**config.mk**
```make
export PLATFORM = sky130hd
export DESIGN_NAME = rr_interval_sdnn_irregularity_top
export DESIGN_NICKNAME = d
export VERILOG_FILES = /design/src/rtl/core/sdnn_pkg.sv /design/src/rtl/core/rr_interval_sdnn_irregularity_top.sv /design/src/rtl/core/sdnn_ctrl.sv /design/src/rtl/core/sdnn_dp.sv
export SDC_FILE = /design/constraint.sdc
export NUM_CORES = 2
export LEC_CHECK = 0
export BUFFER_PORTS_ARGS = -buffer_cell sky130_fd_sc_hd__buf_2
export CAP_MARGIN = 20
export CORE_MARGIN = 2
export CORE_UTILIZATION = 27
export DETAILED_ROUTE_END_ITERATION = 6
export PLACE_DENSITY = 0.41
export SLEW_MARGIN = 20
export SYNTH_ARGS = -nofsm -noshare
export SYNTH_HDL_FRONTEND = slang
export SYNTH_SLANG_ARGS = --single-unit
```
**constraint.sdc**
```tcl
create_clock -name clk -period 10.2 [get_ports clk]
set_input_delay 0 -clock clk [delete_from_list [all_inputs] [get_ports clk]]
set_output_delay 0 -clock clk [all_outputs]
set_load 0.005 [all_outputs]
```
**src/rtl/core/sdnn_pkg.sv**
```systemverilog
`default_nettype none
package sdnn_pkg;

  localparam int INTERVAL_W   = 12;
  localparam int THRESH_W     = 12;
  localparam int DEV_W        = 15;
  localparam int USED_W       = 7;
  localparam int IN_TDATA_W   = 16;
  localparam int OUT_TDATA_W  = 32;

  localparam logic [THRESH_W-1:0] THRESH_RESET = 12'd50;
  localparam logic [DEV_W-1:0]    DEV_MAX      = 15'd32767;

  typedef enum logic [2:0] {
    ST_IDLE,
    ST_MUL,
    ST_SUB,
    ST_LOAD,
    ST_ROOT,
    ST_DIV,
    ST_DONE
  } sdnn_state_t;

  typedef struct packed {
    logic acc_en;    // accumulate the interval on this transfer
    logic mul_en;    // n*sumsq, sum^2, threshold*n
    logic sub_en;    // spread and threshold square
    logic load_en;   // seed square root and divider
    logic root_en;   // one square-root step
    logic div_en;    // one quotient bit
    logic out_load;  // capture result, clear the run
  } sdnn_cmd_t;

  typedef struct packed {
    logic few;       // fewer than two intervals held
    logic out_busy;  // result register full and not taken this cycle
  } sdnn_status_t;

endpackage
`default_nettype wire

```
**src/rtl/core/rr_interval_sdnn_irregularity_top.sv**
```systemverilog
// Standard deviation of a run of beat-to-beat intervals. Intervals arrive one
// per transfer; while a run is open in_tready stays high and each is summed
// into count, sum and sum of squares (up to MAX_INTERVALS, later ones are
// dropped and flagged). The transfer with in_tlast set closes the run:
// in_tready then stays low while the closing arithmetic runs, which ends
// with the bit-per-cycle square root and the bit-per-cycle divide by n that
// follows it. With fewer than two intervals the square root and divide are
// skipped. The result sits in an output register until taken; a new run may
// start while it waits. If an earlier result is still waiting when the next
// run closes, in_tready stays low until that result is taken. The threshold
// is written through cfg_wr_en/cfg_wr_data; the user must write it only while
// the block is idle, which the block itself does not enforce.
`default_nettype none
module rr_interval_sdnn_irregularity_top #(
  parameter int MAX_INTERVALS = 64
) (
  input  wire logic                                clk,
  input  wire logic                                rst_n,
  input  wire logic                                in_tvalid,
  output logic                                     in_tready,
  input  wire logic [sdnn_pkg::IN_TDATA_W-1:0]     in_tdata,   // [11:0] interval_ms
  input  wire logic                                in_tlast,   // last_item
  output logic                                     out_tvalid,
  input  wire logic                                out_tready,
  // [14:0] deviation_q4, [15] irregular, [16] too_few, [17] overflowed,
  // [24:18] used_count
  output logic [sdnn_pkg::OUT_TDATA_W-1:0]         out_tdata,
  input  wire logic                                cfg_wr_en,
  input  wire logic [sdnn_pkg::THRESH_W-1:0]       cfg_wr_data // irregular_threshold_ms
);
  import sdnn_pkg::*;

  sdnn_cmd_t    cmd;
  sdnn_status_t status;

  sdnn_ctrl #(
    .MAX_INTERVALS(MAX_INTERVALS)
  ) u_ctrl (
    .clk       (clk),
    .rst_n     (rst_n),
    .in_tvalid (in_tvalid),
    .in_tlast  (in_tlast),
    .in_tready (in_tready),
    .status    (status),
    .cmd       (cmd)
  );

  sdnn_dp #(
    .MAX_INTERVALS(MAX_INTERVALS)
  ) u_dp (
    .clk         (clk),
    .rst_n       (rst_n),
    .cmd         (cmd),
    .status      (status),
    .interval_ms (in_tdata[INTERVAL_W-1:0]),
    .cfg_wr_en   (cfg_wr_en),
    .cfg_wr_data (cfg_wr_data),
    .out_tvalid  (out_tvalid),
    .out_tready  (out_tready),
    .out_tdata   (out_tdata)
  );

endmodule
`default_nettype wire

```
**src/rtl/core/sdnn_ctrl.sv**
```systemverilog
`default_nettype none
module sdnn_ctrl #(
  parameter int MAX_INTERVALS = 64
) (
  input  wire logic                  clk,
  input  wire logic                  rst_n,
  input  wire logic                  in_tvalid,
  input  wire logic                  in_tlast,
  output logic                       in_tready,
  input  wire sdnn_pkg::sdnn_status_t status,
  output sdnn_pkg::sdnn_cmd_t        cmd
);
  import sdnn_pkg::*;

  localparam int CW    = $clog2(MAX_INTERVALS + 1);
  localparam int QW    = 16 + CW;
  localparam int CNT_W = $clog2(QW);

  sdnn_state_t      state_r, state_nxt;
  logic [CNT_W-1:0] cnt_r, cnt_nxt;
  logic             in_xfer;

  assign in_xfer = in_tvalid && (state_r == ST_IDLE);

  always_ff @(posedge clk) begin
    if (!rst_n) begin
      state_r <= ST_IDLE;
      cnt_r   <= '0;
    end else begin
      state_r <= state_nxt;
      cnt_r   <= cnt_nxt;
    end
  end

  // next state
  always_comb begin
    state_nxt = state_r;
    cnt_nxt   = cnt_r;
    case (state_r)
      ST_IDLE: begin
        if (in_xfer && in_tlast) state_nxt = ST_MUL;
      end
      ST_MUL: begin
        state_nxt = status.few ? ST_DONE : ST_SUB;
      end
      ST_SUB: begin
        state_nxt = ST_LOAD;
      end
      ST_LOAD: begin
        state_nxt = ST_ROOT;
        cnt_nxt   = CNT_W'(QW - 1);
      end
      ST_ROOT: begin
        if (cnt_r == '0) begin
          state_nxt = ST_DIV;
          cnt_nxt   = CNT_W'(QW - 1);
        end else begin
          cnt_nxt = cnt_r - 1'b1;
        end
      end
      ST_DIV: begin
        if (cnt_r == '0) state_nxt = ST_DONE;
        else cnt_nxt = cnt_r - 1'b1;
      end
      ST_DONE: begin
        if (!status.out_busy) state_nxt = ST_IDLE;
      end
      default: begin
        state_nxt = ST_IDLE;
      end
    endcase
  end

  // outputs
  always_comb begin
    cmd          = '0;
    in_tready    = 1'b0;
    case (state_r)
      ST_IDLE: begin
        in_tready  = 1'b1;
        cmd.acc_en = in_xfer;
      end
      ST_MUL:  cmd.mul_en   = 1'b1;
      ST_SUB:  cmd.sub_en   = 1'b1;
      ST_LOAD: cmd.load_en  = 1'b1;
      ST_ROOT: cmd.root_en  = 1'b1;
      ST_DIV:  cmd.div_en   = 1'b1;
      ST_DONE: cmd.out_load = !status.out_busy;
      default: cmd          = '0;
    endcase
  end

endmodule
`default_nettype wire

```
**src/rtl/core/sdnn_dp.sv**
```systemverilog
`default_nettype none
module sdnn_dp #(
  parameter int MAX_INTERVALS = 64
) (
  input  wire logic                                   clk,
  input  wire logic                                   rst_n,
  input  wire sdnn_pkg::sdnn_cmd_t                    cmd,
  output sdnn_pkg::sdnn_status_t                      status,
  input  wire logic [sdnn_pkg::INTERVAL_W-1:0]        interval_ms,
  input  wire logic                                   cfg_wr_en,
  input  wire logic [sdnn_pkg::THRESH_W-1:0]          cfg_wr_data,
  output logic                                        out_tvalid,
  input  wire logic                                   out_tready,
  output logic [sdnn_pkg::OUT_TDATA_W-1:0]            out_tdata
);
  import sdnn_pkg::*;

  localparam int CW    = $clog2(MAX_INTERVALS + 1);
  localparam int SUM_W = INTERVAL_W + CW;
  localparam int SQS_W = 2 * INTERVAL_W + CW;
  localparam int SPR_W = 2 * INTERVAL_W + 2 * CW;
  localparam int LIM_W = THRESH_W + CW;
  localparam int RAD_W = SPR_W + 8;    // spread scaled by 256 for 1/16 ms
  localparam int QW    = RAD_W / 2;
  localparam logic [CW-1:0] MAX_CNT = CW'(MAX_INTERVALS);

  logic [THRESH_W-1:0] thresh_r;
  logic [CW-1:0]       count_r;
  logic [SUM_W-1:0]    sum_r;
  logic [SQS_W-1:0]    sqsum_r;
  logic                drop_r;

  logic [SPR_W-1:0]    prod_r, sq_r, spread_r, limsq_r;
  logic [LIM_W-1:0]    lim_r;
  logic                irr_r;

  logic [RAD_W-1:0]    x_r, root_r, bit_r;
  logic [CW:0]         rem_r;
  logic [QW-1:0]       quot_r;

  logic                out_valid_r;
  logic [DEV_W-1:0]    dev_r;
  logic                irr_out_r, few_out_r, ovf_out_r;
  logic [USED_W-1:0]   used_r;

  logic [RAD_W-1:0]    trial;
  logic                take;
  logic [CW:0]         rem_sh;
  logic                q_bit;
  logic                few;
  logic [DEV_W-1:0]    dev_sat;

  assign few             = count_r < CW'(2);
  assign status.few      = few;
  assign status.out_busy = out_valid_r && !out_tready;

  assign trial  = root_r + bit_r;
  assign take   = x_r >= trial;
  assign rem_sh = {rem_r[CW-1:0], root_r[QW-1]};
  assign q_bit  = rem_sh >= (CW+1)'(count_r);
  assign dev_sat = (|quot_r[QW-1:DEV_W]) ? DEV_MAX : quot_r[DEV_W-1:0];

  // config register and run accumulators
  always_ff @(posedge clk) begin
    if (!rst_n) begin
      thresh_r <= THRESH_RESET;
      count_r  <= '0;
      sum_r    <= '0;
      sqsum_r  <= '0;
      drop_r   <= 1'b0;
    end else begin
      if (cfg_wr_en) thresh_r <= cfg_wr_data;
      if (cmd.out_load) begin
        count_r <= '0;
        sum_r   <= '0;
        sqsum_r <= '0;
        drop_r  <= 1'b0;
      end else if (cmd.acc_en) begin
        if (count_r < MAX_CNT) begin
          count_r <= count_r + 1'b1;
          sum_r   <= sum_r + SUM_W'(interval_ms);
          sqsum_r <= sqsum_r + SQS_W'(interval_ms * interval_ms);
        end else begin
          drop_r <= 1'b1;
        end
      end
    end
  end

  // closing arithmetic
  always_ff @(posedge clk) begin
    if (cmd.mul_en) begin
      prod_r <= SPR_W'(count_r) * SPR_W'(sqsum_r);
      sq_r   <= SPR_W'(sum_r) * SPR_W'(sum_r);
      lim_r  <= LIM_W'(thresh_r) * LIM_W'(count_r);
    end
    if (cmd.sub_en) begin
      spread_r <= prod_r - sq_r;
      limsq_r  <= SPR_W'(lim_r) * SPR_W'(lim_r);
    end
    if (cmd.load_en) begin
      x_r    <= {spread_r, 8'd0};
      root_r <= '0;
      bit_r  <= {2'b01, {(RAD_W-2){1'b0}}};
      rem_r  <= '0;
      irr_r  <= spread_r > limsq_r;
    end
    // restoring square root, one result bit per step
    if (cmd.root_en) begin
      if (take) begin
        x_r    <= x_r - trial;
        root_r <= (root_r >> 1) + bit_r;
      end else begin
        root_r <= root_r >> 1;
      end
      bit_r <= bit_r >> 2;
    end
    // root / n, dividend bits shifted out of root_r from the top
    if (cmd.div_en) begin
      rem_r  <= q_bit ? rem_sh - (CW+1)'(count_r) : rem_sh;
      quot_r <= {quot_r[QW-2:0], q_bit};
      root_r <= root_r << 1;
    end
  end

  // result register
  always_ff @(posedge clk) begin
    if (!rst_n) begin
      out_valid_r <= 1'b0;
    end else if (cmd.out_load) begin
      out_valid_r <= 1'b1;
    end else if (out_tready) begin
      out_valid_r <= 1'b0;
    end
  end

  always_ff @(posedge clk) begin
    if (cmd.out_load) begin
      dev_r     <= few ? '0 : dev_sat;
      irr_out_r <= few ? 1'b0 : irr_r;
      few_out_r <= few;
      ovf_out_r <= drop_r;
      used_r    <= USED_W'(count_r);
    end
  end

  assign out_tvalid = out_valid_r;
  assign out_tdata  = {7'd0, used_r, ovf_out_r, few_out_r, irr_out_r, dev_r};

endmodule
`default_nettype wire
```
==> metrics.log <==
INFO  metric status = complete, no violations
INFO  metric cp.buffers_inverters = 3
INFO  metric layout-area-overhead-vs-synth = 9.62%
INFO  metric skew = 0.0475 ns
INFO  metric final_nets = 7755
INFO  metric place_hpwl = 127000 um
INFO  metric cp-end-kind = flip-flop
INFO  metric largest_fanout_of_any_net_on_the_critical_path = 16
INFO  metric timing_worst_slew_pin_value = 0.967 ns
INFO  metric core-area = 214000 um^2
INFO  metric synthFlopType = sky130_fd_sc_hd__edfxtp_1
INFO  metric timing.hold.ws = 0.0890 ns
INFO  metric slew_headroom = 35.4%
INFO  metric i_o_pins = 68
INFO  metric path_class = flip-flop to flip-flop
INFO  metric postSynthCellCount = 6381
INFO  metric timing.critical_path.required = 10.61 ns
INFO  metric cpPeakStageDelay = 0.94 ns
INFO  metric cp_top_family = adder cells
INFO  metric grtUsageMet3 = 1.36%
INFO  metric drt-initial-drc-count = 2274
INFO  metric ys_seq_elements = 419
INFO  metric floorplan.rows = 170
INFO  metric design.die.area = 218000 um^2
INFO  metric layout.cell_area.non_filler = 63500 um^2
INFO  metric die-height = 467 um
INFO  metric final_antenna_net_count = 0
INFO  metric synthArstFlopShare = 0%
INFO  metric detailedRoute.firstPassIterationCount = 7
INFO  metric grt_antenna_before_repair = 3
INFO  metric drt-wirelength-per-cell = 17.3 um
INFO  metric cp_data_arrival_time = 8.39 ns
INFO  metric synth_enable_flop_cells = 292
INFO  metric place_congestion = 0.832
INFO  metric post-route-drc-count = 0
INFO  metric clock_buffer_count_from_cts = 54
INFO  metric grt_start_max_net_pins = 65
INFO  metric dr_total_vias = 42300
INFO  metric port-buffer-count = 56
INFO  metric crit_slowest_cell = sky130_fd_sc_hd__edfxtp_1
INFO  metric cts_htree_levels = 2
INFO  metric yosys_warnings = 0
INFO  metric grt_setup_unrepaired = false
INFO  metric place_area = 61300 um^2
INFO  metric slew_violations = 0
INFO  metric power_density = 249 nW/um^2
INFO  metric clock_latency = 0.70 ns
INFO  metric number_of_buffers_on_the_longest_clock_path = 3
INFO  metric gr-usage-met1 = 21.4%
INFO  metric timing.final.crit_share = 78.2%
INFO  metric avgSynthCellArea = 9.08 um^2
INFO  metric detail_route.wirelength = 159000 um
INFO  metric cts_tree = done
INFO  metric grt_use_met2 = 24.0%
INFO  metric path_clk_slew = 0.06 ns
INFO  metric worst_path_most_repeated_cell = sky130_fd_sc_hd__fa_1
INFO  metric post-route-util = 29.7%
INFO  metric worst_setup_path_start_kind = flip-flop
INFO  metric root_buffer = sky130_fd_sc_hd__clkbuf_16
INFO  metric layout-drive-gt1-share = 4.42%
INFO  metric die_width = 467 um
INFO  metric number_of_distinct_library_cells_after_synthesis = 85
INFO  metric synthesis.area = 57900 um^2
INFO  metric grt_first_pass_wirelength = 255000 um
INFO  metric irDropWorstVdd = 0.610 mV
INFO  metric grt_overflow_total = 0
INFO  metric clock_sinks = 419
INFO  metric period_minus_slack = 7.98 ns
INFO  metric ctsResizeCount = 0
INFO  metric max_cap_violations = 0
INFO  metric finalSetupTns = 0 ns
INFO  metric final-setup-viol-count = 0
INFO  metric timing.critical_path.cells = inv_1 -> nor2_1 -> fa_1 -> fa_1 -> fa_1 -> fa_1 -> fa_1 -> inv_1 -> fa_1 -> inv_1 -> ha_1 -> nand2_1 -> or4b_2 -> o2111ai_1 -> o21ai_1 -> a41oi_1 -> o31a_1 -> o211ai_2 -> o41ai_1 -> o21bai_1 -> xor2_1
INFO  metric worst_hold_path_type = input pin to flip-flop
INFO  metric seq_area_frac_synth = 19.5%
INFO  metric timing.final.hold_violations = 0
INFO  metric grt_busiest_layer = met2
INFO  metric floorplan.initialDensity = 27.1%
INFO  metric static-leakage-power = 30.3 nW
INFO  metric peak_clock_frequency_supported_by_timing = 125 MHz
INFO  metric grt.total_usage = 14.7%
INFO  metric vias_per_cell = 4.59
INFO  metric first_global_vias = 44300
[repair_timing]
| action | 4_1_cts | 5_1_grt |
|---|---|---|
| hold buffers | 35 | 0 |
| hold endpoints to repair | 21 | 0 |
| endpoints found under the setup margin | 0 | 0 |
| buffers inserted | 0 | 0 |
[area by class of cell]
cell class                      instances  area [um^2]
Antenna cell                            1         2.50
Clock buffer                           68         1490
Clock inverter                         34          405
Fill cell                           22900       150000
Inverter                             1153         4330
Multi-Input combinational cell       4545        41300
Sequential cell                       419        11300
Tap cell                             2838         3550
Timing Repair Buffer                  158         1130
[worst paths after layout]
check / from / slack [ns] / cells past startpoint / end
max: u_dp.lim_r[3] / 2.22 / 21 / u_dp.limsq_r[34]
min: in_tdata[2] / 0.09 / 5 / u_dp.sum_r[2]
max reg2reg: u_dp.lim_r[3] / 2.22 / 21 / u_dp.limsq_r[34]
min reg2reg: u_dp.drop_r / 0.44 / 0 / u_dp.ovf_out_r
[tightest hold or removal path, delay by kind of cell]
family / cells / cell delay [ns]
AOI/OAI and AO/OA: 1 / 0.06
and+or+nand+nor: 1 / 0.06
buffers and inverters: 1 / 0.27
adders and majority gates: 1 / 0.24
xor gates and xnor gates: 1 / 0.08
[metal layers]
| layer | wire length (um) | up-vias |
|---|---|---|
| met1 | 79200 | 21200 |
| met3 | 4140 | 105 |
| met2 | 73300 | 520 |
| li1 | - | 20500 |
| met4 | 2440 | 0 |
| met5 | 0 | - |
[through the flow]
step	setup WS [ns]	total power, W	std cells
finish	2.22	0.0158	9216
global route	1.68	0.0175	9216
CTS	2.18	0.0160	9215
detailed placement	2.20	0.0137	9078
global placement	2.18	0.0138	9078
floorplan	2.16	0.0107	6387
[power breakdown]
| part | switching, W | internal, W |
|---|---|---|
| registers | 0.000278 | 0.00248 |
| clock network | 0.000894 | 0.00120 |
| logic | 0.00669 | 0.00427 |
[state kept, by name, summed over array words and instances, names as in the netlist, 3 cells and up]
| signal | cells |
|---|---|
| u_dp.limsq_r | 37 |
| u_dp.prod_r | 38 |
| u_dp.used_r | 7 |
| u_dp.lim_r | 19 |
| u_dp.sq_r | 37 |
| u_ctrl.state_r | 3 |
| u_dp.sqsum_r | 31 |
| u_dp.sum_r | 19 |
| u_dp.bit_r | 23 |
| u_dp.rem_r | 7 |
| u_ctrl.cnt_r | 5 |
| u_dp.x_r | 46 |
| u_dp.spread_r | 38 |
| u_dp.quot_r | 23 |
| u_dp.root_r | 46 |
| u_dp.count_r | 7 |
| u_dp.dev_r | 15 |
| u_dp.thresh_r | 12 |
[kinds of logic after synthesis]
| group | Yosys count | synth area share, % |
|---|---|---|
| flip-flops | 419 | 19.5 |
| other | 1 | 0.00647 |
| multiplexers | 32 | 0.559 |
| XOR/XNOR | 318 | 4.81 |
| AO/OA/AOI/OAI | 946 | 10.6 |
| AND/OR/NAND/NOR | 1852 | 14.9 |
| adder cells (fa/ha/maj) | 1390 | 40.3 |
| buffers and inverters | 1423 | 9.34 |
[layout by cell type, fill, tap and decap left out, types with 21 or more instances in the layout]
| cell | netlist | final |
|---|---|---|
| sky130_fd_sc_hd__inv_1 | 1149 | 1148 |
| sky130_fd_sc_hd__nand2_1 | 829 | 828 |
| sky130_fd_sc_hd__fa_1 | 792 | 792 |
| sky130_fd_sc_hd__ha_1 | 598 | 598 |
| sky130_fd_sc_hd__nor2_1 | 312 | 311 |
| sky130_fd_sc_hd__edfxtp_1 | 292 | 292 |
| sky130_fd_sc_hd__a21oi_1 | 277 | 277 |
| sky130_fd_sc_hd__and2_1 | 252 | 252 |
| sky130_fd_sc_hd__xnor2_1 | 208 | 208 |
| sky130_fd_sc_hd__o21ai_0 | 135 | 135 |
| sky130_fd_sc_hd__nand3_1 | 129 | 128 |
| sky130_fd_sc_hd__a21o_1 | 127 | 127 |
| sky130_fd_sc_hd__dfxtp_1 | 127 | 123 |
| sky130_fd_sc_hd__xor2_1 | 110 | 110 |
| sky130_fd_sc_hd__a31oi_1 | 83 | 83 |
| sky130_fd_sc_hd__buf_4 | 13 | 67 |
| sky130_fd_sc_hd__buf_2 | 16 | 56 |
| sky130_fd_sc_hd__clkbuf_16 | 0 | 55 |
| sky130_fd_sc_hd__o21bai_1 | 54 | 54 |
| sky130_fd_sc_hd__nand4_1 | 53 | 53 |
| sky130_fd_sc_hd__and3_1 | 46 | 45 |
| sky130_fd_sc_hd__nor2b_1 | 44 | 42 |
| sky130_fd_sc_hd__nor3_1 | 41 | 40 |
| sky130_fd_sc_hd__o21a_1 | 39 | 39 |
| sky130_fd_sc_hd__nand2b_1 | 39 | 38 |
| sky130_fd_sc_hd__a211oi_1 | 38 | 38 |
| sky130_fd_sc_hd__dlygate4sd3_1 | 0 | 35 |
| sky130_fd_sc_hd__mux2i_1 | 29 | 29 |
| sky130_fd_sc_hd__nor4_1 | 26 | 26 |
| sky130_fd_sc_hd__or3_1 | 25 | 25 |
| sky130_fd_sc_hd__a32oi_1 | 21 | 21 |
[Yosys cell counts, types with 8 or more instances]
library cell                count  area share, %
sky130_fd_sc_hd__nor2_1       312            2.0
sky130_fd_sc_hd__nor3_1        41           0.35
sky130_fd_sc_hd__o21ai_1       20           0.17
sky130_fd_sc_hd__o21a_1        39           0.51
sky130_fd_sc_hd__o21bai_1      54           0.70
sky130_fd_sc_hd__ha_1         598             13
sky130_fd_sc_hd__dfxtp_1      127            4.4
sky130_fd_sc_hd__edfxtp_1     292             15
sky130_fd_sc_hd__a31oi_1       83           0.90
sky130_fd_sc_hd__a21oi_1      277            2.4
sky130_fd_sc_hd__clkbuf_1     211            1.4
sky130_fd_sc_hd__a32oi_1       21           0.32
sky130_fd_sc_hd__o211ai_1      16           0.21
sky130_fd_sc_hd__o2111ai_1      8           0.12
sky130_fd_sc_hd__a31o_2        13           0.20
sky130_fd_sc_hd__nand3_1      129            1.1
sky130_fd_sc_hd__o31ai_1       18           0.23
sky130_fd_sc_hd__nand4_1       53           0.57
sky130_fd_sc_hd__inv_1       1149            7.4
sky130_fd_sc_hd__a21o_1       127            1.6
sky130_fd_sc_hd__nor4_1        26           0.28
sky130_fd_sc_hd__nor2b_1       44           0.48
sky130_fd_sc_hd__buf_2         16           0.14
sky130_fd_sc_hd__or2_2         18           0.19
sky130_fd_sc_hd__xor2_1       110            1.7
sky130_fd_sc_hd__and2_1       252            2.7
sky130_fd_sc_hd__buf_1         28           0.18
sky130_fd_sc_hd__buf_4         13           0.17
sky130_fd_sc_hd__mux2i_1       29           0.50
sky130_fd_sc_hd__or4_1         10           0.13
sky130_fd_sc_hd__or3_1         25           0.27
sky130_fd_sc_hd__fa_1         792             27
sky130_fd_sc_hd__o21ai_0      135            1.2
sky130_fd_sc_hd__xnor2_1      208            3.1
sky130_fd_sc_hd__a21boi_0      10           0.13
sky130_fd_sc_hd__nand2b_1      39           0.42
sky130_fd_sc_hd__a211oi_1      38           0.49
sky130_fd_sc_hd__nand2_1      829            5.4
sky130_fd_sc_hd__and3_1        46           0.50
Note: power is estimated with default switching activity, not from simulation.
